$ cat config.mk
export PLATFORM = sky130hd
export DESIGN_NAME = w4a8_ctrl
export DESIGN_NICKNAME = d
export VERILOG_FILES = /design/src/hdl/w4a8_pkg.sv /design/src/hdl/w4a8_ctrl.sv
export SDC_FILE = /design/constraint.sdc
export NUM_CORES = 1
export LEC_CHECK = 0
export BUFFER_PORTS_ARGS = -buffer_cell sky130_fd_sc_hd__buf_2
export CAP_MARGIN = 40
export CORE_AREA = 2 2 39 41
export CTS_CLUSTER_SIZE = 10
export DETAILED_ROUTE_END_ITERATION = 7
export DIE_AREA = 0 0 41 43
export GPL_TIMING_DRIVEN = 0
export PLACE_DENSITY_LB_ADDON = 0.12
export REMOVE_ABC_BUFFERS = 1
export SYNTH_ARGS = -nofsm -noshare
export SYNTH_HDL_FRONTEND = slang
export SYNTH_SLANG_ARGS = --single-unit
$ cat constraint.sdc
create_clock -name clk -period 0.85 [get_ports clk]
set_input_delay 0.085 -clock clk [delete_from_list [all_inputs] [get_ports clk]]
set_output_delay 0.085 -clock clk [all_outputs]
set_load 0.005 [all_outputs]
$ cat src/hdl/w4a8_pkg.sv
// ----------------------------------------------------------------------------
// w4a8_pkg
// shared widths, codes and command/status types of the w4a8 row engine
// ----------------------------------------------------------------------------
package w4a8_pkg;

  // item and result field widths
  localparam int FUNC_W  = 2;
  localparam int INDEX_W = 17;
  localparam int DATA_W  = 8;
  localparam int DOT_W   = 22;

  // configuration register widths and reset values
  localparam int IB_W   = 7;
  localparam int OR_W   = 9;
  localparam int PAIR_W = IB_W - 1;
  localparam int CFG_W  = OR_W;
  localparam logic [IB_W-1:0] IN_BLOCKS_RESET = IB_W'(2);
  localparam logic [OR_W-1:0] OUT_ROWS_RESET  = OR_W'(8);

  // configuration register indexes
  localparam logic CFG_IN_BLOCKS = 1'b0;
  localparam logic CFG_OUT_ROWS  = 1'b1;

  // function codes
  localparam logic [FUNC_W-1:0] FUNC_LOAD_W  = 2'd0;
  localparam logic [FUNC_W-1:0] FUNC_LOAD_A  = 2'd1;
  localparam logic [FUNC_W-1:0] FUNC_COMPUTE = 2'd2;

  // tile geometry
  localparam int ROW_GROUP  = 8;
  localparam int BLOCK_LEN  = 16;
  localparam int TILE_BYTES = ROW_GROUP * BLOCK_LEN;
  localparam int ROW_SHIFT  = 3;
  localparam int BLK_SHIFT  = 4;
  localparam int TILE_SHIFT = 7;
  localparam int COL_SHIFT  = 5;
  localparam int K_W        = 4;

  // size defaults
  localparam int MAX_ROWS_DEF   = 256;
  localparam int MAX_INPUTS_DEF = 1024;

  // product of an int8 activation and an int4 weight
  localparam int PROD_W = 12;

  typedef struct packed {
    logic capture;
    logic check;
    logic walk;
  } dp_cmd_t;

  typedef struct packed {
    logic is_compute;
    logic item_ok;
    logic walk_last;
    logic pipe_busy;
  } dp_stat_t;

endpackage

$ cat src/hdl/w4a8_ctrl.sv
// ----------------------------------------------------------------------------
// w4a8_ctrl
// sequencer: capture, check, walk the row, drain the pipe, issue the result
// ----------------------------------------------------------------------------
module w4a8_ctrl import w4a8_pkg::*; (
  input  logic     clk,
  input  logic     rst,
  input  logic     start,
  input  dp_stat_t stat,
  output dp_cmd_t  cmd,
  output logic     busy,
  output logic     done
);

  localparam logic [2:0] S_IDLE  = 3'd0;
  localparam logic [2:0] S_CHECK = 3'd1;
  localparam logic [2:0] S_WALK  = 3'd2;
  localparam logic [2:0] S_DRAIN = 3'd3;
  localparam logic [2:0] S_DONE  = 3'd4;

  logic [2:0] state;
  logic [2:0] state_next;

  always_comb begin
    state_next  = state;
    cmd.capture = 1'b0;
    cmd.check   = 1'b0;
    cmd.walk    = 1'b0;
    unique case (state)
      S_IDLE: begin
        cmd.capture = start;
        if (start) begin
          state_next = S_CHECK;
        end
      end
      S_CHECK: begin
        cmd.check = 1'b1;
        if (stat.is_compute && stat.item_ok) begin
          state_next = S_WALK;
        end else begin
          state_next = S_DONE;
        end
      end
      S_WALK: begin
        cmd.walk = 1'b1;
        if (stat.walk_last) begin
          state_next = S_DRAIN;
        end
      end
      S_DRAIN: begin
        if (!stat.pipe_busy) begin
          state_next = S_DONE;
        end
      end
      S_DONE: begin
        state_next = S_IDLE;
      end
      default: begin
        state_next = S_IDLE;
      end
    endcase
  end

  always_ff @(posedge clk) begin
    if (rst) begin
      state <= S_IDLE;
    end else begin
      state <= state_next;
    end
  end

  assign busy = state != S_IDLE;
  assign done = state == S_DONE;

endmodule
==> results_dict.tcl <==
set metrics [dict create \
    outcome "finished, violations left" \
    violations "setup timing" \
    drt-total-wl_um 516 \
    cp-start-kind "register" \
    ios 12 \
    largest_reg_flops 3 \
    cp.required_ps 760 \
    setup_violations 8 \
    grt_setup_unrepaired "yes" \
    layout-drive-gt1-share_pct 71.4 \
    cp.arrival_ps 1120 \
    drv_slew 0 \
    yosysWarningCount 0 \
    cts_tree "yes" \
    r2r_cells 4 \
    cts_sinks 3 \
    slew_headroom_pct 83.8 \
    die_h_um 43 \
    dp_hpwl_um 344 \
    gp_congestion 0.587 \
    peakVddDrop_mv 0.529 \
    hold_path_depth 4 \
    reg2reg_to "state[2]$_SDFFE_PP0P_" \
    fin_ws_ps -355 \
    worst_slew_pin_slew_ps 243 \
    cts_buffers 3 \
    grt_overflow 0 \
    ys_seq_elements 3 \
    regToRegStartpoint "state[1]$_SDFFE_PP0P_" \
    coreArea_um2 1380 \
    fin_crit_sh_pct 142 \
    area_delta_synth_final_pct 90.1 \
    placement.io_buffers 11 \
    criticalPathCategory "register to primary output" \
    hp-start "rst" \
    die_x_um 41 \
    clock_skew_ps 2.91 \
    top_register "state" \
    wl_per_cell_um 8.90 \
    hold_end "state[0]$_SDFFE_PP0P_" \
    initial_utilization_pct 13.7 \
    finalInstanceArea_um2 362 \
    power_uw 520 \
    final-hold-violation-count 0 \
    rows 14 \
    ys_types 15 \
    clockBufferDepth 2 \
    antenna_found_initial 0 \
    hold_buffers 0 \
    rrSetupSlack_ps -180 \
    cp.depth 3 \
    vias_per_cell 3.98 \
    grt_pass1_wl_um 710 \
    ant_nets 0 \
    hold_class "input port to register" \
    clk_pin_slew_worst_paths_ps 40 \
    final_nets 50 \
    synth_seq_area_share_pct 31.6 \
    grtUsageTotal_pct 6.62 \
    slowest_delay_ps 380 \
    crit_slowest_cell "or3_4" \
    top_regs "state (3)" \
    power.leakage_uw 0.000176 \
    endpoint_kind "primary output" \
    cp_num_buf_inv 1 \
    htreeDepth 1 \
    drc 0 \
    vias 231 \
    drtIter0Drc 0 \
    p_per_area_nw_per_um2 1440 \
    crit_fanout 2 \
    first_pass_iters 1 \
    cts_root_buf "clkbuf_4" \
    synth_area_um2 190 \
    placed_area_um2 246 \
    crit_chain "or3_4 > nor2_2 > buf_2" \
    timing.critical_path.max_delay_family "simple AND/OR/NAND/NOR gates" \
    syn_area_per_cell_um2 8.27 \
    synth_cells 23 \
    max-cap-violations 0 \
    insertion_delay_ps 230 \
    hold_ws_ps 126 \
    min_period_ps 1210 \
    max_freq_mhz 830 \
    antenna_cells 0 \
    grt_pass1_vias 191 \
    grt_start_max_net_pins 10 \
    die_area_um2 1760 \
]
==> layout by cell type (no fill, tap or decap) <==
master,instances
or3_4,1
inv_1,1
nor2b_1,1
buf_2,11
a21oi_1,1
dfxtp_4,2
nand2_1,2
dfxtp_1,1
mux2i_1,1
clkbuf_4,3
buf_6,3
nor2_1,2
nand2_2,1
buf_4,3
nor3b_2,3
clkbuf_1,1
o2111a_1,1
o21ai_2,2
a31oi_1,1
nor2_2,1
==> stage by stage <==
stage | cells | TNS, ps | setup WS (ps) | util, %
after floorplan | 21 | -89.5 | -89.5 | -
after global placement | 48 | -550 | -202 | 17.8
after detailed placement | 48 | -554 | -214 | 17.8
after CTS | 54 | -1460 | -374 | 22.7
after global routing | 58 | -2270 | -390 | 26.1
final | 58 | -1990 | -355 | 26.1
==> tightest hold or removal path, delay by kind of cell <==
kind                   cells  cell delay (ps)
and+or+nand+nor            1               60
AOI/OAI and AO/OA          2               90
buffers and inverters      1               80
==> repair_timing <==
action                     in CTS  in global routing
gates resized for setup         8                  7
hold endpoints to repair        0                  0
setup endpoints to repair       7                  8
pin swaps                       0                  5
setup buffers                   2                  4
==> routing by layer <==
| layer | up-vias | wire, µm | track usage, % | part of all wire, % |
|---|---|---|---|---|
| met5 | - | 0 | 0 | 0 |
| met4 | 0 | 0 | 8.00 | 0 |
| met3 | 0 | 35 | 3.14 | 6.8 |
| met2 | 6 | 296 | 10.0 | 57 |
| met1 | 107 | 184 | 5.13 | 36 |
| li1 | 118 | - | - | - |
==> worst max path at each step <==
stage	start	to	slack, ps
5_1_grt	state[1]$_SDFFE_PP0P_	cmd[2]	-390
6_report	state[1]$_SDFFE_PP0P_	cmd[2]	-360
3_5_place_dp	state[1]$_SDFFE_PP0P_	cmd[2]	-210
4_1_cts	state[1]$_SDFFE_PP0P_	cmd[2]	-370
3_3_place_gp	state[1]$_SDFFE_PP0P_	cmd[2]	-200
2_1_floorplan	state[1]$_SDFFE_PP0P_	cmd[2]	-90
==> layout make-up <==
class | count | area [µm²]
Inverter | 1 | 3.75
Timing Repair Buffer | 17 | 111
Multi-Input combinational cell | 17 | 133
Fill cell | 176 | 1020
Tap cell | 16 | 20.0
Clock buffer | 4 | 26.3
Sequential cell | 3 | 67.6
==> kinds of logic (layout without fill, tap and decap cells) <==
logic type	count (synthesis)	after routing	share of synthesized area [%]
flops	3	3	31.6
buf+inv	3	22	11.8
compound gates	5	5	17.1
mux	1	1	5.26
simple gates	11	11	34.2
==> report_power, final <==
group / switching, µW / leakage (µW) / internal (µW)
registers: 6.91 / 0.0000259 / 147
clock network: 67.3 / 0.0000150 / 175
logic: 50.5 / 0.000135 / 72.9
==> synthesized netlist by cell type (all sizes together) <==
master	number	area, µm²
or3	1	11.3
nand2	3	11.3
o21ai	2	10.0
dfxtp	3	60.1
nor3b	3	22.5
a21oi	1	5.00
inv	1	3.75
o2111a	1	11.3
nor2	3	13.8
buf	2	18.8
nor2b	1	6.26
mux2i	1	10.0
a31oi	1	6.26
Power figures use the tool's default switching activity.
